`src/hdl/mvcl_pkg.sv`:
```
package mvcl_pkg;

   // Parameter defaults
   localparam int VEL_WIDTH_DEF   = 32;
   localparam int WHEEL_WIDTH_DEF = 16;

   // Configuration port
   localparam int CSR_IDX_W  = 3;
   localparam int CSR_DATA_W = 24;

   localparam logic [CSR_IDX_W-1:0] CSR_ACCEL_X   = 3'd0;
   localparam logic [CSR_IDX_W-1:0] CSR_ACCEL_Y   = 3'd1;
   localparam logic [CSR_IDX_W-1:0] CSR_ACCEL_YAW = 3'd2;
   localparam logic [CSR_IDX_W-1:0] CSR_TIMEOUT   = 3'd3;
   localparam logic [CSR_IDX_W-1:0] CSR_LIN_GAIN  = 3'd4;
   localparam logic [CSR_IDX_W-1:0] CSR_ROT_GAIN  = 3'd5;

   // Register widths and reset values
   localparam int ACCEL_W   = 24;
   localparam int GAIN_W    = 24;
   localparam int TIMEOUT_W = 16;
   localparam int TIME_W    = 32;
   localparam int CMD_W     = 32;

   localparam logic [ACCEL_W-1:0]   ACCEL_RESET    = 24'd655;
   localparam logic [TIMEOUT_W-1:0] TIMEOUT_RESET  = 16'd1000;
   localparam logic [GAIN_W-1:0]    LIN_GAIN_RESET = 24'd655360;
   localparam logic [GAIN_W-1:0]    ROT_GAIN_RESET = 24'd65536;

   // Shared multiplier: unsigned A times signed B
   localparam int MUL_A_W = 24;
   localparam int MUL_B_W = 33;
   localparam int PROD_W  = MUL_A_W + 1 + MUL_B_W;
   localparam int SPLIT_W = 24;

   // Degree scaling: 180/pi in Q16, magnitude clamp at 2^42
   localparam logic [MUL_A_W-1:0] DEG_K = 24'd3754936;
   localparam int MAG_W   = 43;
   localparam logic [MAG_W-1:0] MAG_CLAMP = 43'h400_0000_0000;
   localparam int DEG_LSB = 32;
   localparam int DEG_W   = 33;

   // Fixed point shift of the gain products
   localparam int GAIN_FRAC = 16;

   // Multiplier operations
   typedef enum logic [2:0] {
      OP_NONE,
      OP_LIMIT,
      OP_GAIN_LO,
      OP_GAIN_HI,
      OP_WHEEL_LO,
      OP_WHEEL_HI
   } op_type;

   // Controller states
   typedef enum logic [2:0] {
      ST_IDLE,
      ST_LIMIT,
      ST_GAIN,
      ST_GDRAIN,
      ST_MAG,
      ST_WHEEL,
      ST_WDRAIN,
      ST_DONE
   } state_type;

   typedef struct packed {
      logic       load_cmd;
      logic       load_stop;
      op_type     op;
      logic [1:0] lane;
      logic       mag_load;
      logic       rsp_load;
   } ctrl_cmd_type;

   typedef struct packed {
      logic is_tick;
      logic stop_hit;
   } ctrl_status_type;

endpackage

```
`src/hdl/mvcl_mul.sv`:
```
module mvcl_mul (
   input  logic                                clock,
   input  logic [mvcl_pkg::MUL_A_W-1:0]        mul_a,
   input  logic signed [mvcl_pkg::MUL_B_W-1:0] mul_b,
   output logic signed [mvcl_pkg::PROD_W-1:0]  mul_prod
);
   import mvcl_pkg::*;

   logic signed [PROD_W-1:0] prod_ff;
   logic signed [PROD_W-1:0] prod_in;

   // Multiply, register the product
   assign prod_in = $signed({1'b0, mul_a}) * mul_b;

   always_ff @(posedge clock) begin
      prod_ff <= prod_in;
   end

   assign mul_prod = prod_ff;

endmodule

```
`src/hdl/mvcl_ctrl.sv`:
```
module mvcl_ctrl (
   input  logic                      clock,
   input  logic                      reset,
   input  logic                      req_valid,
   output logic                      req_ready,
   output logic                      rsp_valid,
   input  logic                      rsp_ready,
   input  mvcl_pkg::ctrl_status_type status,
   output mvcl_pkg::ctrl_cmd_type    cmd
);
   import mvcl_pkg::*;

   state_type  state_ff, state_in;
   logic [2:0] cnt_ff, cnt_in;
   logic       rsp_valid_ff, rsp_valid_in;
   logic       out_free;

   assign out_free = !rsp_valid_ff || rsp_ready;

   // Next state
   always_comb begin
      state_in = state_ff;
      cnt_in   = cnt_ff;
      unique case (state_ff)
         ST_IDLE: begin
            cnt_in = '0;
            if (req_valid) begin
               if (!status.is_tick) begin
                  state_in = ST_LIMIT;
               end else if (status.stop_hit) begin
                  state_in = ST_DONE;
               end
            end
         end
         ST_LIMIT: begin
            if (cnt_ff == 3'd2) begin
               state_in = ST_GAIN;
               cnt_in   = '0;
            end else begin
               cnt_in = cnt_ff + 3'd1;
            end
         end
         ST_GAIN: begin
            if (cnt_ff == 3'd5) begin
               state_in = ST_GDRAIN;
               cnt_in   = '0;
            end else begin
               cnt_in = cnt_ff + 3'd1;
            end
         end
         ST_GDRAIN: begin
            state_in = ST_MAG;
         end
         ST_MAG: begin
            state_in = ST_WHEEL;
            cnt_in   = '0;
         end
         ST_WHEEL: begin
            if (cnt_ff == 3'd7) begin
               state_in = ST_WDRAIN;
            end
            cnt_in = cnt_ff + 3'd1;
         end
         ST_WDRAIN: begin
            state_in = ST_DONE;
         end
         ST_DONE: begin
            if (out_free) begin
               state_in = ST_IDLE;
            end
         end
         default: begin
            state_in = ST_IDLE;
         end
      endcase
   end

   // Outputs
   always_comb begin
      cmd       = '0;
      cmd.op    = OP_NONE;
      req_ready = 1'b0;
      unique case (state_ff)
         ST_IDLE: begin
            req_ready     = 1'b1;
            cmd.load_cmd  = req_valid && !status.is_tick;
            cmd.load_stop = req_valid && status.is_tick && status.stop_hit;
         end
         ST_LIMIT: begin
            cmd.op   = OP_LIMIT;
            cmd.lane = cnt_ff[1:0];
         end
         ST_GAIN: begin
            cmd.op   = cnt_ff[0] ? OP_GAIN_HI : OP_GAIN_LO;
            cmd.lane = cnt_ff[2:1];
         end
         ST_MAG: begin
            cmd.mag_load = 1'b1;
         end
         ST_WHEEL: begin
            cmd.op   = cnt_ff[0] ? OP_WHEEL_HI : OP_WHEEL_LO;
            cmd.lane = cnt_ff[2:1];
         end
         ST_DONE: begin
            cmd.rsp_load = out_free;
         end
         default: begin
            cmd.op = OP_NONE;
         end
      endcase
   end

   // Output register valid: set on load, drop when taken
   always_comb begin
      rsp_valid_in = rsp_valid_ff;
      if (cmd.rsp_load) begin
         rsp_valid_in = 1'b1;
      end else if (rsp_ready) begin
         rsp_valid_in = 1'b0;
      end
   end

   always_ff @(posedge clock) begin
      if (reset) begin
         state_ff     <= ST_IDLE;
         cnt_ff       <= '0;
         rsp_valid_ff <= 1'b0;
      end else begin
         state_ff     <= state_in;
         cnt_ff       <= cnt_in;
         rsp_valid_ff <= rsp_valid_in;
      end
   end

   assign rsp_valid = rsp_valid_ff;

endmodule

```
`src/hdl/mvcl_datapath.sv`:
```
module mvcl_datapath #(
   parameter int VEL_WIDTH   = mvcl_pkg::VEL_WIDTH_DEF,
   parameter int WHEEL_WIDTH = mvcl_pkg::WHEEL_WIDTH_DEF
) (
   input  logic                                   clock,
   input  logic                                   reset,
   input  logic                                   csr_wr_en,
   input  logic [mvcl_pkg::CSR_IDX_W-1:0]         csr_index,
   input  logic [mvcl_pkg::CSR_DATA_W-1:0]        csr_wr_data,
   input  logic                                   req_type,
   input  logic [mvcl_pkg::TIME_W-1:0]            req_now_ms,
   input  logic signed [mvcl_pkg::CMD_W-1:0]      req_cmd_vx,
   input  logic signed [mvcl_pkg::CMD_W-1:0]      req_cmd_vy,
   input  logic signed [mvcl_pkg::CMD_W-1:0]      req_cmd_wz,
   input  mvcl_pkg::ctrl_cmd_type                 cmd,
   output mvcl_pkg::ctrl_status_type              status,
   output logic signed [WHEEL_WIDTH-1:0]          rsp_wheel_front_left,
   output logic signed [WHEEL_WIDTH-1:0]          rsp_wheel_front_right,
   output logic signed [WHEEL_WIDTH-1:0]          rsp_wheel_rear_left,
   output logic signed [WHEEL_WIDTH-1:0]          rsp_wheel_rear_right,
   output logic                                   rsp_servo_start,
   output logic                                   rsp_servo_stop
);
   import mvcl_pkg::*;

   localparam int TW     = (VEL_WIDTH > CMD_W) ? VEL_WIDTH : CMD_W;
   localparam int LIM_W  = ACCEL_W + TIME_W;
   localparam int CW     = (VEL_WIDTH + 2 > LIM_W + 2) ? VEL_WIDTH + 2 : LIM_W + 2;
   localparam int SW     = VEL_WIDTH + 1;
   localparam int SX_W   = (SW > SPLIT_W + 1) ? SW : SPLIT_W + 1;
   localparam int GP_W   = VEL_WIDTH + GAIN_W - GAIN_FRAC + 1;
   localparam int WS_W   = GP_W + 1;
   localparam int MW     = (WS_W > MAG_W) ? WS_W : MAG_W;
   localparam int FULL_W = PROD_W + SPLIT_W;

   // Configuration registers
   logic [ACCEL_W-1:0]   accel_ff [0:2];
   logic [TIMEOUT_W-1:0] timeout_ff;
   logic [GAIN_W-1:0]    lin_gain_ff;
   logic [GAIN_W-1:0]    rot_gain_ff;

   // Block state
   logic signed [VEL_WIDTH-1:0] vel_ff [0:2];
   logic [TIME_W-1:0]           last_ff;
   logic                        servo_ff;
   op_type                      op_ff;
   logic [1:0]                  lane_ff;

   // Working registers
   logic signed [VEL_WIDTH-1:0]  tgt_ff [0:2];
   logic [TIME_W-1:0]            dt_ff;
   logic                         zero_ff;
   logic                         start_ff;
   logic                         stop_ff;
   logic signed [PROD_W-1:0]     acc_ff;
   logic signed [GP_W-1:0]       gp_ff [0:2];
   logic [MAG_W-1:0]             mag_ff [0:3];
   logic                         neg_ff [0:3];
   logic signed [WHEEL_WIDTH-1:0] wheel_ff [0:3];

   logic [MUL_A_W-1:0]        mul_a;
   logic signed [MUL_B_W-1:0] mul_b;
   logic signed [PROD_W-1:0]  mul_prod;

   logic [TIME_W-1:0]         dt_now;
   logic signed [SW-1:0]      s_sel;
   logic signed [SX_W-1:0]    sx;
   logic [ACCEL_W-1:0]        accel_sel;
   logic [MAG_W-1:0]          mag_sel;
   logic signed [FULL_W-1:0]  full;
   logic signed [VEL_WIDTH-1:0] cur_sel;
   logic signed [VEL_WIDTH-1:0] tgt_sel;
   logic signed [VEL_WIDTH-1:0] vel_next;
   logic signed [WS_W-1:0]    wsum [0:3];

   function automatic logic signed [VEL_WIDTH-1:0] sat_tgt(input logic signed [CMD_W-1:0] c);
      logic signed [TW-1:0] e;
      logic signed [TW-1:0] hi;
      logic signed [TW-1:0] lo;
      e  = TW'(c);
      hi = TW'($signed({1'b0, {(VEL_WIDTH-1){1'b1}}}));
      lo = ~hi;
      if (e > hi) begin
         e = hi;
      end else if (e < lo) begin
         e = lo;
      end
      return e[VEL_WIDTH-1:0];
   endfunction

   function automatic logic signed [VEL_WIDTH-1:0] approach(
      input logic signed [VEL_WIDTH-1:0] cur,
      input logic signed [VEL_WIDTH-1:0] tgt,
      input logic [LIM_W-1:0]            lim
   );
      logic signed [CW-1:0] cur_e;
      logic signed [CW-1:0] tgt_e;
      logic signed [CW-1:0] lim_e;
      logic signed [CW-1:0] delta;
      logic signed [CW-1:0] res;
      cur_e = CW'(cur);
      tgt_e = CW'(tgt);
      lim_e = $signed(CW'(lim));
      delta = tgt_e - cur_e;
      if (delta > lim_e) begin
         res = cur_e + lim_e;
      end else if (delta < -lim_e) begin
         res = cur_e - lim_e;
      end else begin
         res = tgt_e;
      end
      return res[VEL_WIDTH-1:0];
   endfunction

   function automatic logic signed [WHEEL_WIDTH-1:0] sat_wheel(
      input logic [DEG_W-1:0] deg,
      input logic             neg
   );
      logic [DEG_W-1:0] lim;
      logic [DEG_W-1:0] d;
      logic [DEG_W-1:0] res;
      lim = DEG_W'(1) << (WHEEL_WIDTH - 1);
      if (!neg) begin
         lim = lim - DEG_W'(1);
      end
      d = (deg > lim) ? lim : deg;
      res = neg ? (~d + DEG_W'(1)) : d;
      return $signed(res[WHEEL_WIDTH-1:0]);
   endfunction

   // Safety timeout check against the incoming transaction
   assign dt_now          = req_now_ms - last_ff;
   assign status.is_tick  = req_type;
   assign status.stop_hit = servo_ff && (dt_now >= TIME_W'(timeout_ff));

   // Select gain operand: x+y, x-y or yaw rate
   always_comb begin
      case (cmd.lane)
         2'd0:    s_sel = SW'(vel_ff[0]) + SW'(vel_ff[1]);
         2'd1:    s_sel = SW'(vel_ff[0]) - SW'(vel_ff[1]);
         default: s_sel = SW'(vel_ff[2]);
      endcase
      sx = SX_W'(s_sel);
   end

   always_comb begin
      case (cmd.lane)
         2'd1:    accel_sel = accel_ff[1];
         2'd2:    accel_sel = accel_ff[2];
         default: accel_sel = accel_ff[0];
      endcase
      mag_sel = mag_ff[cmd.lane];
   end

   // Drive the shared multiplier
   always_comb begin
      case (cmd.op)
         OP_LIMIT: begin
            mul_a = accel_sel;
            mul_b = $signed({1'b0, dt_ff});
         end
         OP_GAIN_LO: begin
            mul_a = (cmd.lane == 2'd2) ? rot_gain_ff : lin_gain_ff;
            mul_b = $signed({{(MUL_B_W-SPLIT_W){1'b0}}, sx[SPLIT_W-1:0]});
         end
         OP_GAIN_HI: begin
            mul_a = (cmd.lane == 2'd2) ? rot_gain_ff : lin_gain_ff;
            mul_b = MUL_B_W'($signed(sx[SX_W-1:SPLIT_W]));
         end
         OP_WHEEL_LO: begin
            mul_a = DEG_K;
            mul_b = $signed({{(MUL_B_W-SPLIT_W){1'b0}}, mag_sel[SPLIT_W-1:0]});
         end
         OP_WHEEL_HI: begin
            mul_a = DEG_K;
            mul_b = $signed({{(MUL_B_W-MAG_W+SPLIT_W){1'b0}}, mag_sel[MAG_W-1:SPLIT_W]});
         end
         default: begin
            mul_a = '0;
            mul_b = '0;
         end
      endcase
   end

   mvcl_mul u_mul (
      .clock    (clock),
      .mul_a    (mul_a),
      .mul_b    (mul_b),
      .mul_prod (mul_prod)
   );

   // Join high and low partial products
   assign full = (FULL_W'(mul_prod) <<< SPLIT_W) + FULL_W'(acc_ff);

   // Acceleration step for the lane whose limit just came out
   always_comb begin
      case (lane_ff)
         2'd1: begin
            cur_sel = vel_ff[1];
            tgt_sel = tgt_ff[1];
         end
         2'd2: begin
            cur_sel = vel_ff[2];
            tgt_sel = tgt_ff[2];
         end
         default: begin
            cur_sel = vel_ff[0];
            tgt_sel = tgt_ff[0];
         end
      endcase
      vel_next = zero_ff ? '0 : approach(cur_sel, tgt_sel, mul_prod[LIM_W-1:0]);
   end

   // Mecanum mixing: FL, FR, RL, RR
   assign wsum[0] = WS_W'(gp_ff[2]) + WS_W'(gp_ff[1]);
   assign wsum[1] = WS_W'(gp_ff[2]) - WS_W'(gp_ff[0]);
   assign wsum[2] = WS_W'(gp_ff[2]) + WS_W'(gp_ff[0]);
   assign wsum[3] = WS_W'(gp_ff[2]) - WS_W'(gp_ff[1]);

   // Configuration and block state
   always_ff @(posedge clock) begin
      if (reset) begin
         accel_ff[0] <= ACCEL_RESET;
         accel_ff[1] <= ACCEL_RESET;
         accel_ff[2] <= ACCEL_RESET;
         timeout_ff  <= TIMEOUT_RESET;
         lin_gain_ff <= LIN_GAIN_RESET;
         rot_gain_ff <= ROT_GAIN_RESET;
         vel_ff[0]   <= '0;
         vel_ff[1]   <= '0;
         vel_ff[2]   <= '0;
         last_ff     <= '0;
         servo_ff    <= 1'b0;
         op_ff       <= OP_NONE;
         lane_ff     <= '0;
      end else begin
         if (csr_wr_en) begin
            unique case (csr_index)
               CSR_ACCEL_X:   accel_ff[0] <= csr_wr_data;
               CSR_ACCEL_Y:   accel_ff[1] <= csr_wr_data;
               CSR_ACCEL_YAW: accel_ff[2] <= csr_wr_data;
               CSR_TIMEOUT:   timeout_ff  <= csr_wr_data[TIMEOUT_W-1:0];
               CSR_LIN_GAIN:  lin_gain_ff <= csr_wr_data;
               CSR_ROT_GAIN:  rot_gain_ff <= csr_wr_data;
               default: ;
            endcase
         end
         op_ff   <= cmd.op;
         lane_ff <= cmd.lane;
         if (cmd.load_cmd) begin
            last_ff  <= req_now_ms;
            servo_ff <= 1'b1;
         end
         if (cmd.load_stop) begin
            vel_ff[0] <= '0;
            vel_ff[1] <= '0;
            vel_ff[2] <= '0;
            servo_ff  <= 1'b0;
         end
         if (op_ff == OP_LIMIT) begin
            vel_ff[lane_ff] <= vel_next;
         end
      end
   end

   // Working registers and output register
   always_ff @(posedge clock) begin
      if (cmd.load_cmd) begin
         tgt_ff[0] <= sat_tgt(req_cmd_vx);
         tgt_ff[1] <= sat_tgt(req_cmd_vy);
         tgt_ff[2] <= sat_tgt(req_cmd_wz);
         dt_ff     <= dt_now;
         zero_ff   <= (req_cmd_vx == '0) && (req_cmd_vy == '0) && (req_cmd_wz == '0);
         start_ff  <= !servo_ff;
         stop_ff   <= 1'b0;
      end
      if (cmd.load_stop) begin
         for (int k = 0; k < 4; k++) begin
            wheel_ff[k] <= '0;
         end
         start_ff <= 1'b0;
         stop_ff  <= 1'b1;
      end
      case (op_ff)
         OP_GAIN_LO, OP_WHEEL_LO: begin
            acc_ff <= mul_prod;
         end
         OP_GAIN_HI: begin
            gp_ff[lane_ff] <= full[GP_W+GAIN_FRAC-1:GAIN_FRAC];
         end
         OP_WHEEL_HI: begin
            wheel_ff[lane_ff] <= sat_wheel(full[DEG_LSB+DEG_W-1:DEG_LSB], neg_ff[lane_ff]);
         end
         default: ;
      endcase
      // Take magnitudes and clamp for degree scaling
      if (cmd.mag_load) begin
         for (int k = 0; k < 4; k++) begin
            logic [MW-1:0] m;
            m = wsum[k][WS_W-1] ? MW'(-wsum[k]) : MW'(wsum[k]);
            if (m > MW'(MAG_CLAMP)) begin
               m = MW'(MAG_CLAMP);
            end
            mag_ff[k] <= m[MAG_W-1:0];
            neg_ff[k] <= wsum[k][WS_W-1];
         end
      end
      if (cmd.rsp_load) begin
         rsp_wheel_front_left  <= wheel_ff[0];
         rsp_wheel_front_right <= wheel_ff[1];
         rsp_wheel_rear_left   <= wheel_ff[2];
         rsp_wheel_rear_right  <= wheel_ff[3];
         rsp_servo_start       <= start_ff;
         rsp_servo_stop        <= stop_ff;
      end
   end

endmodule

```
`src/hdl/mecanum_velocity_command_limiter_unit.sv`:
```
// Velocity command: LIMIT, GAIN, GDRAIN, MAG, WHEEL, WDRAIN and DONE, then rsp_valid;
// a new request is taken only in idle. Safety tick: taken while idle; a stopping tick
// goes to DONE, which waits for a free output register. Command time is set by one
// shared 24x33 multiplier: 3 limit products, 6 gain partial products and 8
// degree-scaling partial products, one per cycle. Synchronous reset clears velocities,
// time stamp and servo flag and loads the register defaults; no clearing pass is needed.
module mecanum_velocity_command_limiter_unit #(
   parameter int VEL_WIDTH   = mvcl_pkg::VEL_WIDTH_DEF,
   parameter int WHEEL_WIDTH = mvcl_pkg::WHEEL_WIDTH_DEF
) (
   input  logic                              clock,
   input  logic                              reset,
   input  logic                              csr_wr_en,
   input  logic [mvcl_pkg::CSR_IDX_W-1:0]    csr_index,
   input  logic [mvcl_pkg::CSR_DATA_W-1:0]   csr_wr_data,
   input  logic                              req_valid,
   output logic                              req_ready,
   input  logic                              req_type,
   input  logic [mvcl_pkg::TIME_W-1:0]       req_now_ms,
   input  logic signed [mvcl_pkg::CMD_W-1:0] req_cmd_vx,
   input  logic signed [mvcl_pkg::CMD_W-1:0] req_cmd_vy,
   input  logic signed [mvcl_pkg::CMD_W-1:0] req_cmd_wz,
   output logic                              rsp_valid,
   input  logic                              rsp_ready,
   output logic signed [WHEEL_WIDTH-1:0]     rsp_wheel_front_left,
   output logic signed [WHEEL_WIDTH-1:0]     rsp_wheel_front_right,
   output logic signed [WHEEL_WIDTH-1:0]     rsp_wheel_rear_left,
   output logic signed [WHEEL_WIDTH-1:0]     rsp_wheel_rear_right,
   output logic                              rsp_servo_start,
   output logic                              rsp_servo_stop
);
   import mvcl_pkg::*;

   ctrl_cmd_type    cmd;
   ctrl_status_type status;

   // Sequence the transaction
   mvcl_ctrl u_ctrl (
      .clock     (clock),
      .reset     (reset),
      .req_valid (req_valid),
      .req_ready (req_ready),
      .rsp_valid (rsp_valid),
      .rsp_ready (rsp_ready),
      .status    (status),
      .cmd       (cmd)
   );

   // Limit, mix and scale
   mvcl_datapath #(
      .VEL_WIDTH   (VEL_WIDTH),
      .WHEEL_WIDTH (WHEEL_WIDTH)
   ) u_datapath (
      .clock                 (clock),
      .reset                 (reset),
      .csr_wr_en             (csr_wr_en),
      .csr_index             (csr_index),
      .csr_wr_data           (csr_wr_data),
      .req_type              (req_type),
      .req_now_ms            (req_now_ms),
      .req_cmd_vx            (req_cmd_vx),
      .req_cmd_vy            (req_cmd_vy),
      .req_cmd_wz            (req_cmd_wz),
      .cmd                   (cmd),
      .status                (status),
      .rsp_wheel_front_left  (rsp_wheel_front_left),
      .rsp_wheel_front_right (rsp_wheel_front_right),
      .rsp_wheel_rear_left   (rsp_wheel_rear_left),
      .rsp_wheel_rear_right  (rsp_wheel_rear_right),
      .rsp_servo_start       (rsp_servo_start),
      .rsp_servo_stop        (rsp_servo_stop)
   );

endmodule

```
`config.mk`:
```
export PLATFORM = sky130hd
export DESIGN_NAME = mecanum_velocity_command_limiter_unit
export DESIGN_NICKNAME = d
export VERILOG_FILES = /design/src/hdl/mvcl_pkg.sv /design/src/hdl/mvcl_mul.sv /design/src/hdl/mvcl_ctrl.sv /design/src/hdl/mvcl_datapath.sv /design/src/hdl/mecanum_velocity_command_limiter_unit.sv
export SDC_FILE = /design/constraint.sdc
export NUM_CORES = 2
export LEC_CHECK = 0
export BUFFER_PORTS_ARGS = -buffer_cell sky130_fd_sc_hd__buf_2
export CORE_MARGIN = 3
export CORE_UTILIZATION = 52
export DETAILED_ROUTE_END_ITERATION = 12
export PLACE_DENSITY = 0.8
export SLEW_MARGIN = 20
export SYNTH_ARGS = -nofsm -noshare
export SYNTH_HDL_FRONTEND = slang
export SYNTH_SLANG_ARGS = --single-unit
```
`constraint.sdc`:
```
create_clock -name clock -period 34.7 [get_ports clock]
set_clock_uncertainty 0.15 [all_clocks]
set_input_delay 0 -clock clock [delete_from_list [all_inputs] [get_ports clock]]
set_output_delay 0 -clock clock [all_outputs]
set_load 0.005 [all_outputs]
```
# --- Word level (Yosys, flattened, before mapping) ---
# Memories as Yosys holds them, arrays and structs flattened. A register that Yosys moved wholly into a read port is not among the register bits.
# Cells that the tools add are included.
op_classes:
  addsub: 18
  multipliers: 1
  n_lt_le_gt_ge: 14
  n_eq_ne: 35
  n_mux: 92
  n_bitwise: 7
  n_reduce_logical: 28
ops:
  columns: ["op", "n"]
  rows:
  - ["$mux W43", 12]
  - ["$mux W32", 15]
  - ["$gt A43 B43 Y1 const B", 4]
  - ["$neg A42 Y43", 4]
  - ["$pmux W33 S5", 1]
  - ["$pmux W32 S2", 2]
  - ["$gt A32 B32 Y1 const B", 3]
  - ["$logic_not A32 Y1", 3]
  - ["$lt A32 B32 Y1 const B", 3]
  - ["$mux W24", 4]
  - ["$add A41 B41 Y42", 2]
  - ["$sub A41 B41 Y42", 2]
  - ["$pmux W24 S3", 1]
  - ["$pmux W33 S2", 1]
  - ["$sub A32 B32 Y33", 2]
  - ["$add A65 B58 Y65", 1]
  - ["$sub A32 B32 Y32", 2]
  - ["$lt A33 B58 Y1", 1]
  - ["$mul A25 B33 Y58", 1]
  - ["$neg A56 Y58", 1]
  - ["$gt A33 B57 Y1", 1]
  - ["$mux W16", 3]
  - ["$pmux W24 S2", 1]
  - ["$eq A3 B3 Y1 const B", 12]
  - ["33 further kinds", 113]
totals:
  ff_bits: 262
  mem_bits_rw: 627
  in_bits: 161
  elab_cells: 220
  memories: 7
memory_table:
  columns: ["memory", "words", "width", "rd", "rd_ports_with_merged_regs", "wr", "line_no", "text"]
  rows:
  - ["u_datapath.mag_ff", 4, 43, 1, 0, 4, "mvcl_datapath.sv:57", "logic [MAG_W-1:0] mag_ff [0:3];"]
  - ["u_datapath.gp_ff", 3, 41, 3, 0, 1, "mvcl_datapath.sv:56", "logic signed [GP_W-1:0] gp_ff [0:2];"]
  - ["u_datapath.tgt_ff", 3, 32, 3, 0, 3, "mvcl_datapath.sv:50", "logic signed [VEL_WIDTH-1:0] tgt_ff [0:2];"]
  - ["u_datapath.vel_ff", 3, 32, 3, 0, 4, "mvcl_datapath.sv:43", "logic signed [VEL_WIDTH-1:0] vel_ff [0:2];"]
  - ["u_datapath.accel_ff", 3, 24, 3, 0, 3, "mvcl_datapath.sv:37", "logic [ACCEL_W-1:0] accel_ff [0:2];"]
  - ["u_datapath.wheel_ff", 4, 16, 4, 4, 5, "mvcl_datapath.sv:59", "logic signed [WHEEL_WIDTH-1:0] wheel_ff [0:3];"]
  - ["+1 memories", null, null, null, null, null, null, null]

# --- Depth between registers and ports, before layout ---
depth:
  depth_word: 9
  mapped_depth: 60
  depth_no_buf: 50

# --- Hierarchy ---
# From an unflattened synthesis, not the netlist that was laid out.
unflattened:
  hier_cells: 9738
  hier_area_um2: 91282.5
modules_own_cells:
  columns: ["module", "instances", "cells_each", "area_each_um2", "seq_area_each_um2"]
  rows:
  - ["mvcl_datapath", 1, 6462, 60952.2, 25144.1]
  - ["mvcl_mul", 1, 3194, 29716.0, 1161.1]
  - ["mvcl_ctrl", 1, 82, 614.3, 140.1]

# --- Worst setup path after synthesis ---
# Ideal clock, no wire load.
synth_timing:
  path_kind: "flip-flop to flip-flop"
  startpoint: "register u_ctrl.state_ff[0]"
  endpoint: "memory u_datapath.mag_ff[0][0], enable pin"
  t_arrival_ns: 13.437
  setup_slack_ns: 20.149
  path_stages_with_launch: 4
  n_path_buf: 2
  path_cell_list: "dfxtp_1 > clkbuf_1 > clkbuf_1 > nor3b_1"
synth_lines:
  columns: ["element", "line_no", "text"]
  rows:
  - ["start, declared", "mvcl_ctrl.sv:13", "state_type state_ff, state_in;"]
  - ["start signal, assigned", "mvcl_ctrl.sv:129", "state_ff <= state_in;"]
  - ["end, declared", "mvcl_datapath.sv:57", null]

==> impl_metrics.tcl <==
set metrics [dict create \
    setup_viol 0 \
    final-hold-violation-count 0 \
    pre_cts_slack_ns 18.89 \
    numPortBuffers 228 \
    clk_pin_slew_ns 0.07 \
    synthDistinctLibCells 111 \
    post-route-period-util_pct 46.5 \
    synthMostInstantiatedCell "inv_1" \
    cts-root-to-sink-buffers 3 \
    drtIter0Drc 9296 \
    crit_slowest_cell "nand2_1" \
    peakVddDrop_mv 0.0697 \
    die-area_um2 181000 \
    synth.cell_area_um2 91400 \
    number_of_cells_on_the_worst_reg_to_reg_path 47 \
    cts_tree "done" \
    floorplan_core_area_um2 174000 \
    min_period_ns 16.15 \
    min_delay_path_depth 4 \
    synth_top_area_cell "edfxtp_1" \
    p_leak_nw 43.2 \
    holdCritPathClass "in -> reg" \
    detailed_route_drc_error_count 0 \
    grt_start_max_net_pins 177 \
    ys_warn_count 0 \
    synth_top_flop_cell "edfxtp_1" \
    tightest_slew_ns 1.36 \
    hold_ws_ns 0.0325 \
    powerDensity_nw_per_um2 56.4 \
    timing.rr.start "u_ctrl.state_ff[2]" \
    detail_route.wl_per_cell_um 25.6 \
    place_area_um2 94700 \
    vias_in_the_first_global_route 78108 \
    synth-seq-area-share_pct 28.9 \
    arrival_ns 16.58 \
    slew_headroom_pct 8.39 \
    finalMaxSlewViolations 0 \
    terminating_pin_of_the_worst_hold_path "u_datapath.last_ff[5]" \
    drive_above_1_share_pct 6.94 \
    finalWorstSetupSlack_ns 18.55 \
    fp-row-count 153 \
    die_h_um 425 \
    timing.critical_path.slowest_cell_delay_ns 0.86 \
    yosysTopAreaCellShare_pct 25.2 \
    worst-setup-path-type "reg -> reg" \
    vias 78190 \
    max_freq_mhz 61.9 \
    drt_pass1_iterations 8 \
    tritoncts.num_buffers 103 \
    most_frequent_cells_after_synthesis "1295 x inv_1, 1014 x nand2_1, 931 x nor2_1" \
    detail-route-antenna-nets 0 \
    cts.repair.resized 0 \
    via_per_inst 6.20 \
    finish.net_count 11849 \
    synthArstFlopShare_pct 0 \
    final_cell_area_um2 102000 \
    clock_sink_total 937 \
    post_cts.repair.setup_buffers 0 \
    gr-total-overflow 0 \
    clock-root-buffer "clkbuf_16" \
    yosys_register_bits 937 \
    route.final.wire_length_um 323000 \
    ioPinCount 229 \
    cts_hold_buffers 363 \
    synth_enable_flop_cells 768 \
    timing.max_cap.violations 0 \
    worst_setup_path_end_kind "flop" \
    dieWidth_um 425 \
    crit_path_max_fanout 70 \
    worstPathRequired_ns 35.14 \
    cp-start-kind "flop" \
    gpl.final_weighted_congestion 1.01 \
    totalNegativeSetupSlack_ns 0 \
    avgSynthCellArea_um2 9.27 \
    grt_pass1_wl_um 483000 \
    clock_latency_late_sink_ns 0.80 \
    post_synth_inst_count 9860 \
    hpwlAfterDp_um 245000 \
    start_util_pct 52.5 \
    grt_use_total_pct 35.4 \
    areaGrowthSynthToFinish_pct 11.5 \
    result_of_the_run "completed" \
    antenna_found_initial 19 \
    post_synth_main_area_contributors "edfxtp_1 25%, fa_1 18%, ha_1 9.4%" \
    setup.reg_to_reg.worst_slack_ns 18.55 \
    grt_setup_unrepaired "no" \
    cts_max_level 3 \
    most_frequent_cp_cell "fa_1" \
    rr_endpoint "u_datapath.u_mul.mul_prod[57]" \
    min-delay-start "req_now_ms[5]" \
]
[layer usage]
metal	vias up	wire length [um]	share of wire [%]	global-route usage [%]
li1	34077	-	-	-
met1	38262	123000	38	45.9
met4	10	22100	6.8	19.8
met2	4693	142000	44	54.5
met5	-	65	0.020	0
met3	1148	35800	11	8.54
[cells in the final DEF, fill, tap and decap left out, types with 33 or more instances in the layout]
cell,n
a21oi_1,672
clkbuf_16,103
o21a_1,65
and3_1,49
or2_2,37
nor2_1,922
ha_1,680
edfxtp_1,768
xor2_1,126
dfxtp_1,169
o21bai_1,65
buf_2,227
and2_1,103
nand4_1,84
buf_4,129
nor2b_1,80
nand3_1,107
fa_1,819
xnor2_1,427
nand2_1,1014
nand2b_1,101
nor4_1,80
a221oi_1,35
o31ai_1,51
nor3_1,128
a31oi_1,56
a211oi_1,58
inv_1,1295
dlygate4sd3_1,363
o21ai_0,300
a22oi_1,113
or3_1,47
a21o_1,210
mux2i_1,103
o211ai_1,58
a221o_1,33
[stage by stage]
stage                     power (mW)  cells  util, %
final                           5.74  12611     58.5
after global routing            6.04  12601     58.5
after CTS                       5.63  12597     58.5
after detailed placement        4.45  12041     54.3
after global placement          4.36  12041     54.3
after floorplan                 3.47   9863        -
[sequential cells by signal, summed over array words and instances, names as in the netlist, 16 cells and up]
signal	count
rsp_wheel_front_left	16
rsp_wheel_front_right	16
rsp_wheel_rear_left	16
rsp_wheel_rear_right	16
u_datapath.acc_ff	42
u_datapath.accel_ff	72
u_datapath.dt_ff	32
u_datapath.gp_ff	123
u_datapath.last_ff	32
u_datapath.lin_gain_ff	24
u_datapath.mag_ff	172
u_datapath.rot_gain_ff	24
u_datapath.tgt_ff	96
u_datapath.timeout_ff	16
u_datapath.u_mul.mul_prod	58
u_datapath.vel_ff	96
u_datapath.wheel_ff	64
[cell families after synthesis]
family,share of synthesized area (%)
other,0.00410
buffers and inverters,7.53
AOI/OAI and AO/OA,14.3
adders and majority gates,27.3
DFF,28.9
muxes,2.06
xor gates and xnor gates,5.36
and+or+nand+nor,14.5
[cell type report]
cell class                      count  area [um^2]
Antenna cell                       14         35.0
Clock buffer                      124         2720
Clock inverter                     69          831
Fill cell                       14642        72300
Inverter                         1305         4900
Multi-Input combinational cell   7116        58300
Sequential cell                   937        26400
Tap cell                         2325         2910
Timing Repair Buffer              721         5770
[report_power, final]
part	total, mW	switching [mW]	internal, mW
clock network	1.16	0.506	0.650
registers	1.45	0.114	1.34
logic	3.13	2.04	1.10
[critical path: cells and delay by family (launching register included)]
kind / cells / cell delay, ns
multiplexers: 2 / 0.76
adder cells (fa/ha/maj): 10 / 4.88
AND/OR/NAND/NOR: 9 / 2.92
buffers and inverters: 7 / 1.50
flip-flops: 1 / 0.71
XOR/XNOR: 1 / 0.13
AO/OA/AOI/OAI: 18 / 4.77
[worst max path at each step]
| stage | from | to | slack, ns | depth (start not counted) |
|---|---|---|---|---|
| after floorplan | u_ctrl.state_ff[0] | u_datapath.mag_ff[0][0] | 20.15 | 3 |
| after global placement | u_ctrl.state_ff[0] | u_datapath.u_mul.mul_prod[57] | 19.17 | 47 |
| after detailed placement | u_ctrl.state_ff[0] | u_datapath.u_mul.mul_prod[57] | 18.89 | 47 |
| after CTS | u_ctrl.state_ff[0] | u_datapath.u_mul.mul_prod[57] | 18.80 | 47 |
| after global routing | u_ctrl.state_ff[2] | u_datapath.u_mul.mul_prod[57] | 17.58 | 48 |
| final | u_ctrl.state_ff[2] | u_datapath.u_mul.mul_prod[57] | 18.55 | 47 |
Power figures use the tool's default switching activity.
